--- src/spn_pkg.sv ---
// Shared types, constants and table functions for the 8-bit SPN cipher core.
package spn_pkg;

    // Widths fixed by the block and its register map.
    localparam int BLK_W      = 8;
    localparam int RND_W      = 4;
    localparam int KEY_W      = 40;
    localparam int SBOX_W     = 64;
    localparam int PBOX_W     = 24;
    localparam int KS_W       = RND_W + 2;
    localparam int CFG_DATA_W = 64;
    localparam int CFG_IDX_W  = 2;

    // Default number of round cells in the chain.
    localparam int SPN_MAX_ROUNDS = 8;

    // Reset value of the round count register.
    localparam logic [RND_W-1:0] RND_RESET = RND_W'(4);

    // Configuration register indexes.
    typedef enum logic [CFG_IDX_W-1:0] {
        CFG_ROUND_COUNT = 2'd0,
        CFG_KEY_BITS    = 2'd1,
        CFG_SBOX_TABLE  = 2'd2,
        CFG_PBOX_TABLE  = 2'd3
    } t_cfg_idx;

    // Settings seen by every round cell.
    typedef struct packed {
        logic [RND_W-1:0]  n_rounds;
        logic [KEY_W-1:0]  key;
        logic [SBOX_W-1:0] fwd_sbox;
        logic [PBOX_W-1:0] fwd_pbox;
        logic [SBOX_W-1:0] inv_sbox;
        logic [PBOX_W-1:0] inv_pbox;
    } t_cfg;

    // Round key: digit start+i lands on byte position i (position 0 is the MSB).
    function automatic logic [BLK_W-1:0] key_byte(input logic [KEY_W-1:0] key,
                                                  input logic [KS_W-1:0]  start);
        logic [63:0]      sh;
        logic [BLK_W-1:0] k;
        sh = {24'd0, key} >> start;
        for (int i = 0; i < BLK_W; i++) begin
            k[BLK_W-1-i] = sh[i];
        end
        return k;
    endfunction

    // Both nibbles through a 4-bit S-box.
    function automatic logic [BLK_W-1:0] sub_byte(input logic [BLK_W-1:0]  b,
                                                  input logic [SBOX_W-1:0] s);
        return {s[4*b[7:4] +: 4], s[4*b[3:0] +: 4]};
    endfunction

    // Output position i takes the source position held in bits 3i+2..3i.
    function automatic logic [BLK_W-1:0] perm_byte(input logic [BLK_W-1:0]  b,
                                                   input logic [PBOX_W-1:0] p);
        logic [BLK_W-1:0] r;
        logic [2:0]       src;
        for (int i = 0; i < BLK_W; i++) begin
            src          = p[3*i +: 3];
            r[BLK_W-1-i] = b[BLK_W-1-src];
        end
        return r;
    endfunction

    // Inverse S-box: unmapped entries are zero, the highest matching index wins.
    function automatic logic [SBOX_W-1:0] inv_sbox(input logic [SBOX_W-1:0] s);
        logic [SBOX_W-1:0] r;
        r = '0;
        for (int v = 0; v < 16; v++) begin
            for (int i = 0; i < 16; i++) begin
                if (s[4*i +: 4] == 4'(v)) begin
                    r[4*v +: 4] = 4'(i);
                end
            end
        end
        return r;
    endfunction

    // Inverse P-box with the same rules as the inverse S-box.
    function automatic logic [PBOX_W-1:0] inv_pbox(input logic [PBOX_W-1:0] p);
        logic [PBOX_W-1:0] r;
        r = '0;
        for (int v = 0; v < 8; v++) begin
            for (int i = 0; i < 8; i++) begin
                if (p[3*i +: 3] == 3'(v)) begin
                    r[3*v +: 3] = 3'(i);
                end
            end
        end
        return r;
    endfunction

endpackage

--- src/spn_cfg.sv ---
// Configuration registers, round count clamping and inverse table derivation.
module spn_cfg #(
    parameter int MAX_ROUNDS = spn_pkg::SPN_MAX_ROUNDS
) (
    input  logic                               i_clk,
    input  logic                               i_rst_n,
    input  logic                               i_cfg_we,
    input  logic [spn_pkg::CFG_IDX_W-1:0]      i_cfg_idx,
    input  logic [spn_pkg::CFG_DATA_W-1:0]     i_cfg_data,
    output spn_pkg::t_cfg                      o_cfg
);
    import spn_pkg::*;

    localparam logic [RND_W-1:0] MAX_N = RND_W'(MAX_ROUNDS);

    logic [RND_W-1:0]  r_rounds;
    logic [KEY_W-1:0]  r_key;
    logic [SBOX_W-1:0] r_sbox;
    logic [PBOX_W-1:0] r_pbox;
    logic [RND_W-1:0]  n_clamped;

    // Register writes; no wait and no read-back.
    always_ff @(posedge i_clk) begin
        if (!i_rst_n) begin
            r_rounds <= RND_RESET;
            r_key    <= '0;
            r_sbox   <= '0;
            r_pbox   <= '0;
        end else if (i_cfg_we) begin
            unique case (t_cfg_idx'(i_cfg_idx))
                CFG_ROUND_COUNT: r_rounds <= i_cfg_data[RND_W-1:0];
                CFG_KEY_BITS:    r_key    <= i_cfg_data[KEY_W-1:0];
                CFG_SBOX_TABLE:  r_sbox   <= i_cfg_data[SBOX_W-1:0];
                CFG_PBOX_TABLE:  r_pbox   <= i_cfg_data[PBOX_W-1:0];
                default:         r_rounds <= r_rounds;
            endcase
        end
    end

    // A round count of zero runs one round; values above the chain length saturate.
    always_comb begin
        priority if (r_rounds == '0) begin
            n_clamped = RND_W'(1);
        end else if (r_rounds > MAX_N) begin
            n_clamped = MAX_N;
        end else begin
            n_clamped = r_rounds;
        end
    end

    assign o_cfg.n_rounds = n_clamped;
    assign o_cfg.key      = r_key;
    assign o_cfg.fwd_sbox = r_sbox;
    assign o_cfg.fwd_pbox = r_pbox;
    assign o_cfg.inv_sbox = inv_sbox(r_sbox);
    assign o_cfg.inv_pbox = inv_pbox(r_pbox);

endmodule

--- src/spn_cell.sv ---
// One round cell of the chain: one cipher round and one pipeline register.
module spn_cell #(
    parameter int CELL_IDX = 1
) (
    input  logic                        i_clk,
    input  logic                        i_rst_n,
    input  logic                        i_adv,
    input  spn_pkg::t_cfg               i_cfg,
    input  logic                        i_vld,
    input  logic                        i_cmd,
    input  logic [spn_pkg::BLK_W-1:0]   i_x,
    output logic                        o_vld,
    output logic                        o_cmd,
    output logic [spn_pkg::BLK_W-1:0]   o_x
);
    import spn_pkg::*;

    localparam logic [RND_W-1:0] CELL_J = RND_W'(CELL_IDX);

    logic             r_vld;
    logic             r_cmd;
    logic [BLK_W-1:0] r_x;
    logic [BLK_W-1:0] n_x;
    logic [RND_W-1:0] rnd;
    logic [KS_W-1:0]  kstart;
    logic [BLK_W-1:0] rkey;
    logic             active;
    logic             last;
    logic [BLK_W-1:0] t_a;
    logic [BLK_W-1:0] t_b;

    // Encryption walks rounds upward along the chain, decryption downward.
    always_comb begin
        active = (CELL_J <= i_cfg.n_rounds);
        rnd    = i_cmd ? (i_cfg.n_rounds - CELL_J + RND_W'(1)) : CELL_J;
        last   = (rnd == i_cfg.n_rounds);
        kstart = {rnd - RND_W'(1), 2'b00};
        rkey   = key_byte(i_cfg.key, kstart);
    end

    // Round datapath; cells past the round count pass the byte through.
    always_comb begin
        if (!i_cmd) begin
            t_a = sub_byte(i_x ^ rkey, i_cfg.fwd_sbox);
            t_b = last ? t_a : perm_byte(t_a, i_cfg.fwd_pbox);
        end else begin
            t_a = last ? i_x : perm_byte(i_x, i_cfg.inv_pbox);
            t_b = sub_byte(t_a, i_cfg.inv_sbox) ^ rkey;
        end
        n_x = active ? t_b : i_x;
    end

    // Valid travels with the byte and its direction.
    always_ff @(posedge i_clk) begin
        if (!i_rst_n) begin
            r_vld <= 1'b0;
        end else if (i_adv) begin
            r_vld <= i_vld;
        end
    end

    always_ff @(posedge i_clk) begin
        if (i_adv) begin
            r_cmd <= i_cmd;
            r_x   <= n_x;
        end
    end

    assign o_vld = r_vld;
    assign o_cmd = r_cmd;
    assign o_x   = r_x;

endmodule

--- src/spn_block_cipher_8bit_core.sv ---
// Top level of the 8-bit SPN block cipher core: round cell chain and output register.
//
//  Channel   Direction  Handshake              Payload
//  input     in         i_valid / o_stall      i_cmd, i_block_in
//  result    out        o_valid / i_stall      o_block_out
//  config    in         i_cfg_we               i_cfg_idx, i_cfg_data
//
// One block enters per cycle while the chain is not stalled and passes through one
// register in each round cell of the chain and then the output register.
// Rounds beyond the configured count pass the byte through their cell unchanged.
// Reset is synchronous and clears all valid bits and loads the register defaults.
// A stalled result freezes the whole chain, so o_stall follows o_valid and i_stall.
module spn_block_cipher_8bit_core #(
    parameter int MAX_ROUNDS = spn_pkg::SPN_MAX_ROUNDS
) (
    input  logic                             i_clk,
    input  logic                             i_rst_n,
    input  logic                             i_valid,
    output logic                             o_stall,
    input  logic                             i_cmd,
    input  logic [spn_pkg::BLK_W-1:0]        i_block_in,
    output logic                             o_valid,
    input  logic                             i_stall,
    output logic [spn_pkg::BLK_W-1:0]        o_block_out,
    input  logic                             i_cfg_we,
    input  logic [spn_pkg::CFG_IDX_W-1:0]    i_cfg_idx,
    input  logic [spn_pkg::CFG_DATA_W-1:0]   i_cfg_data
);
    import spn_pkg::*;

    t_cfg             cfg;
    logic             adv;
    logic [BLK_W-1:0] whiten;
    logic             w_vld [0:MAX_ROUNDS];
    logic             w_cmd [0:MAX_ROUNDS];
    logic [BLK_W-1:0] w_x   [0:MAX_ROUNDS];
    logic             r_out_vld;
    logic [BLK_W-1:0] r_out_x;

    spn_cfg #(
        .MAX_ROUNDS (MAX_ROUNDS)
    ) u_cfg (
        .i_clk      (i_clk),
        .i_rst_n    (i_rst_n),
        .i_cfg_we   (i_cfg_we),
        .i_cfg_idx  (i_cfg_idx),
        .i_cfg_data (i_cfg_data),
        .o_cfg      (cfg)
    );

    // The chain moves unless a finished result is held by the receiver.
    assign adv     = !(r_out_vld && i_stall);
    assign o_stall = !adv;

    // Whitening key sits after the last round of encryption, before the first of decryption.
    assign whiten   = key_byte(cfg.key, {cfg.n_rounds, 2'b00});
    assign w_vld[0] = i_valid;
    assign w_cmd[0] = i_cmd;
    assign w_x[0]   = i_cmd ? (i_block_in ^ whiten) : i_block_in;

    // Row of round cells.
    for (genvar g = 1; g <= MAX_ROUNDS; g++) begin : g_cell
        spn_cell #(
            .CELL_IDX (g)
        ) u_cell (
            .i_clk   (i_clk),
            .i_rst_n (i_rst_n),
            .i_adv   (adv),
            .i_cfg   (cfg),
            .i_vld   (w_vld[g-1]),
            .i_cmd   (w_cmd[g-1]),
            .i_x     (w_x[g-1]),
            .o_vld   (w_vld[g]),
            .o_cmd   (w_cmd[g]),
            .o_x     (w_x[g])
        );
    end

    // Output register with the closing whitening step of encryption.
    always_ff @(posedge i_clk) begin
        if (!i_rst_n) begin
            r_out_vld <= 1'b0;
        end else if (adv) begin
            r_out_vld <= w_vld[MAX_ROUNDS];
        end
    end

    always_ff @(posedge i_clk) begin
        if (adv) begin
            r_out_x <= w_cmd[MAX_ROUNDS] ? w_x[MAX_ROUNDS] : (w_x[MAX_ROUNDS] ^ whiten);
        end
    end

    assign o_valid     = r_out_vld;
    assign o_block_out = r_out_x;

    // No result survives a reset cycle.
    a_reset_clears: assert property (@(posedge i_clk) !i_rst_n |=> !o_valid)
        else $error("result valid after reset");

    // A transaction leaving the last cell while the chain moves reaches the output.
    a_last_to_out: assert property (@(posedge i_clk) disable iff (!i_rst_n)
        (w_vld[MAX_ROUNDS] && adv) |=> o_valid)
        else $error("transaction lost between last cell and output register");

    // The effective round count always names an existing cell.
    a_round_range: assert property (@(posedge i_clk) disable iff (!i_rst_n)
        (cfg.n_rounds != '0) && (cfg.n_rounds <= RND_W'(MAX_ROUNDS)))
        else $error("round count outside the cell chain");

endmodule
--- config.mk ---
export PLATFORM = sky130hd
export DESIGN_NAME = spn_block_cipher_8bit_core
export DESIGN_NICKNAME = d
export VERILOG_FILES = /design/src/spn_pkg.sv /design/src/spn_cfg.sv /design/src/spn_cell.sv /design/src/spn_block_cipher_8bit_core.sv
export SDC_FILE = /design/constraint.sdc
export NUM_CORES = 2
export LEC_CHECK = 0
export BUFFER_PORTS_ARGS = -buffer_cell sky130_fd_sc_hd__buf_4
export CAP_MARGIN = 20
export CORE_MARGIN = 1
export CORE_UTILIZATION = 30
export CTS_CLUSTER_DIAMETER = 80
export DETAILED_ROUTE_END_ITERATION = 10
export MAX_ROUTING_LAYER = met4
export PLACE_DENSITY_LB_ADDON = 0.08
export SLEW_MARGIN = 30
export SYNTH_ARGS = -nofsm -noshare
export SYNTH_HDL_FRONTEND = slang
export SYNTH_SLANG_ARGS = --single-unit
--- constraint.sdc ---
create_clock -name i_clk -period 5.53 [get_ports i_clk]
set_input_delay 0 -clock i_clk [delete_from_list [all_inputs] [get_ports i_clk]]
set_output_delay 0 -clock i_clk [all_outputs]
set_load 0.005 [all_outputs]
==> parameters.txt <==
Parameter                              Value

Placed design
  Post-Place Setup Slack    -0.237 ns
  RePlAce Congestion    1.08
  HPWL reported at the end of detailed placement    320 mm
  I/O Buffers    89

Timing
  Time the worst path needs with I/O delays and setup    between 5 and 6 ns
  Share of the clock period used by the worst path    101%
  Finish-stage setup viols    2
  Unrepaired setup endpoints after global routing    yes
  Max-slew headroom    between 20% and 30%
  Clock tree skew after final layout    0.0359 ns
  Maximum clock rate    179 MHz
  Final WS setup    -0.0462 ns
  Number of max-slew violations in the final report    0
  Hold WS    0.155 ns
  Number of endpoints with negative hold slack in the final report    0
  Slew at the pin with the worst max-slew slack    1.18 ns

Power
  Net switching fraction of the power    54.3%
  Int Power    10.7 mW
  Maximum VDD drop    326 uV
  Sequential share of power    between 10 and 15%
  Portion of total power attributed to combinational logic    75.3%
  Pwr/cell area    364 nW/um^2
  Clock share of power    11.9%
  Leakage power    roughly 24 nW
  Net Sw Power    12.6 mW

Floorplan
  Row count    around 150
  I/O pin count    90
  DIE AREA    175000 um^2
  Horiz. Die Dim    418 um
  Effective utilization at floorplan    30.2%
  Placeable core region    ~170000 um^2
  Height of the die    418 um

Hold path
  Hold_sp    i_cmd
  Hold Path Class    input pin to flip-flop

Synth
  Mapped Area    between 50000 and 60000 um^2
  Post-synthesis cell type with the largest combined area    sky130_fd_sc_hd__mux4_2
  Area share of the largest cell type after synthesis    ~17%
  Dominant synthesized flop cell    sky130_fd_sc_hd__dfxtp_1
  Number of synthesized flops with an enable pin    80
  Portion of the post-synthesis area used by sequential elements    10.1%
  Number of nets produced by synthesis    between 6000 and 7000
  Cells taking the most area after synthesis    sky130_fd_sc_hd__mux4_2 (17%), sky130_fd_sc_hd__mux2i_1 (15%), sky130_fd_sc_hd__nand2_1 (6.8%)
  Mean post-synth cell area    7.87 um^2
  Post-synthesis register bit count    roughly 220
  Number of instances in the synthesized netlist    roughly 6600
  Number of warnings issued by yosys    0
  Count of different cell masters after synthesis    134
  Proportion of synthesized flip-flops having asynchronous set or reset    0%

Finish
  Post-synthesis to final-layout area growth    23.0%
  FILL cells    18100
  Most common cell after layout, fill and taps aside    sky130_fd_sc_hd__buf_4
  Leading cell types in the layout, fill and taps excluded    sky130_fd_sc_hd__buf_4 (1029), sky130_fd_sc_hd__nand2_1 (935), sky130_fd_sc_hd__mux2i_1 (760)
  Nets@finish    7146
  Fraction of layout instances using a drive strength above 1    roughly 27%

Critical path
  Category of the worst setup path capture point    flip-flop
  Worst setup startpoint    u_cfg.r_pbox[6]$_SDFFE_PN0P_
  Launch instance of the worst register-to-register path    u_cfg.r_pbox[6]$_SDFFE_PN0P_
  Arrival time worst endpoint    5.97 ns
  Critical path class    flip-flop to flip-flop
  Cell with the largest stage delay on the worst path    sky130_fd_sc_hd__or3b_2
  Cell family contributing the most delay on the critical path    multiplexers
  CP Launch Type    flip-flop
  CP max FO    14
  Critical Path RT    5.92 ns
  Series of cell instances along the critical path    or3b_2 > a211oi_1 > buf_4 > or2_2 > buf_4 > nand2_1 > and3_1 > a311o_1 > a31oi_4 > buf_12 > mux4_2 > mux2i_2 > mux2i_1 > xor2_1 > mux2i_1 > a21oi_1
  Largest stage delay on the critical path    0.64 ns
  Buffers & Inverters on Critical Path    3

Flow run
  Number of maximum-capacitance violations    0

CTS
  Total CTS buffers    40
  Clock network latency to the later pin of the worst-skew pair    0.67 ns
  Clock-pin slew on the worst setup and hold paths    0.06 ns
  Clock root buffer    sky130_fd_sc_hd__clkbuf_16
  Clock net sink count    221
  CTS H-tree depth    2
  Maximum buffer depth of the clock tree    3
  CTS tree    built

GRT
  Number of global-route vias before repair    slightly below 60000
  Maximum number of pins on one net before global-route repair    62
  Number of antenna violations at the first check in global routing    41
  Global router's overall resource usage    47.2%
  First-pass GRT wire length    548 mm
  Aggregate global routing overflow    0

Drt
  DRC violation total after the first TritonRoute iteration    9994
  Via total after detailed routing    64600
  First drt pass iteration count    9
  Met3 wire len    slightly below 50 mm
  Sum of met2 wire segment lengths after detailed routing    164 mm
  Via density    6.85
  Wire per inst    around 44 um
  Metal1 wirelength    170 mm
  DRT Wirelength    414 mm
  Top Metal Used    met4
  Number of nets with antenna violations after detailed routing    0
  Post-route DRC    0

Status
  Violations in the final reports    setup timing
  Outcome    finished, violations left
synthesized netlist by cell type, drive strengths merged (19+ instances only):
cell	instances
o221ai	48
edfxtp	80
nor3	127
nor2b	75
buf	209
a311o	21
nand4	48
and2	36
a311oi	51
clkbuf	580
nor4	19
dfxtp	141
o22ai	115
a21o	20
a221oi	34
or2	25
a211o	23
nand2	943
mux2i	776
nand3b	25
nand2b	73
inv	96
nand3	187
and3	51
o2111ai	19
nor2	447
a22oi	83
xnor2	86
nor3b	33
mux4	393
o211ai	165
a21oi	315
a211oi	134
o31ai	31
a32oi	28
o21ai	306
a2111oi	31
mux2	87
a21boi	169
xor2	62
a31oi	98
a2bb2oi	19
a22o	21
state kept, by name (all words and copies together) (netlist names):
signal and count:
g_cell.u_cell.o_x 64, u_cfg.r_sbox 64, u_cfg.r_key 40, u_cfg.r_pbox 24
g_cell.u_cell.o_cmd 8, g_cell.u_cell.o_vld 8, o_block_out 8, u_cfg.r_rounds 4
o_valid 1
cells by family (layout without fill, tap and decap cells):
kind of cell    count (synthesis)  in the layout  share of synthesized area (%)
flops                         221            221                           10.1
xor+xnor                      148            148                           2.97
compound gates               1892           1893                           25.7
simple gates                 2187           2187                           19.7
mux                          1256           1256                           34.0
fa+ha+maj                       8              8                          0.193
buf+inv                       896           1375                           7.36
other cells                     0             32                              0
power by group through the flow:
stage / Sequential, mW / Clock, mW / Combinational (mW)
after floorplan: 2.20 / 0 / 9.11
after global placement: 2.96 / 0 / 16.7
after detailed placement: 2.95 / 0 / 16.7
after CTS: 2.92 / 2.78 / 16.8
after global routing: 2.95 / 2.83 / 17.9
final: 2.99 / 2.77 / 17.5
layer usage:
| metal | up-vias | GRT usage, % |
|---|---|---|
| li1 | 26200 | - |
| met1 | 32700 | 61.3 |
| met2 | 4671 | 64.0 |
| met3 | 997 | 12.9 |
| met4 | 0 | 29.4 |
| met5 | - | - |
cell type report:
class	instances	area, um^2	share of cell area (%)
Antenna cell	32	80.1	0.125
Clock buffer	49	1130	1.77
Clock inverter	23	223	0.348
Inverter	107	408	0.638
Multi-Input combinational cell	5492	43700	68.4
Sequential cell	221	5240	8.19
Tap cell	2310	2890	4.52
Timing Repair Buffer	1196	10200	16.0
stage by stage:
step / TNS (ns) / util, % / power (mW) / std cells / cell area (um^2)
2_1_floorplan: 0 / - / 11.3 / 6608 / 52000
3_3_place_gp: -0.830 / 35.6 / 19.6 / 9237 / 61200
3_5_place_dp: -0.779 / 35.7 / 19.6 / 9239 / 61300
4_1_cts: 0 / 36.9 / 22.5 / 9390 / 63500
5_1_grt: -0.0593 / 37.2 / 23.7 / 9423 / 63900
6_report: -0.0703 / 37.2 / 23.3 / 9430 / 63900
what timing repair did:
| item | CTS | global route |
|---|---|---|
| hold endpoints to repair | 131 | 0 |
| hold buffers | 79 | 0 |
| gates cloned | 0 | 1 |
| buffers inserted | 0 | 7 |
| endpoints found under the setup margin | 10 | 38 |
| resized for setup | 14 | 58 |
| pin swaps | 1 | 6 |
path summary, 6_finish.rpt:
kind         slack, ns  cells after the start                                   to
max reg2reg      -0.05                     16    g_cell[8].u_cell.o_x[6]$_DFFE_PN_
max              -0.05                     16    g_cell[8].u_cell.o_x[6]$_DFFE_PN_
min reg2reg       0.46                      2  g_cell[5].u_cell.o_vld$_SDFFE_PN0N_
min               0.16                      2     g_cell[1].u_cell.o_cmd$_DFFE_PN_
Note: power is estimated with default switching activity, not from simulation.
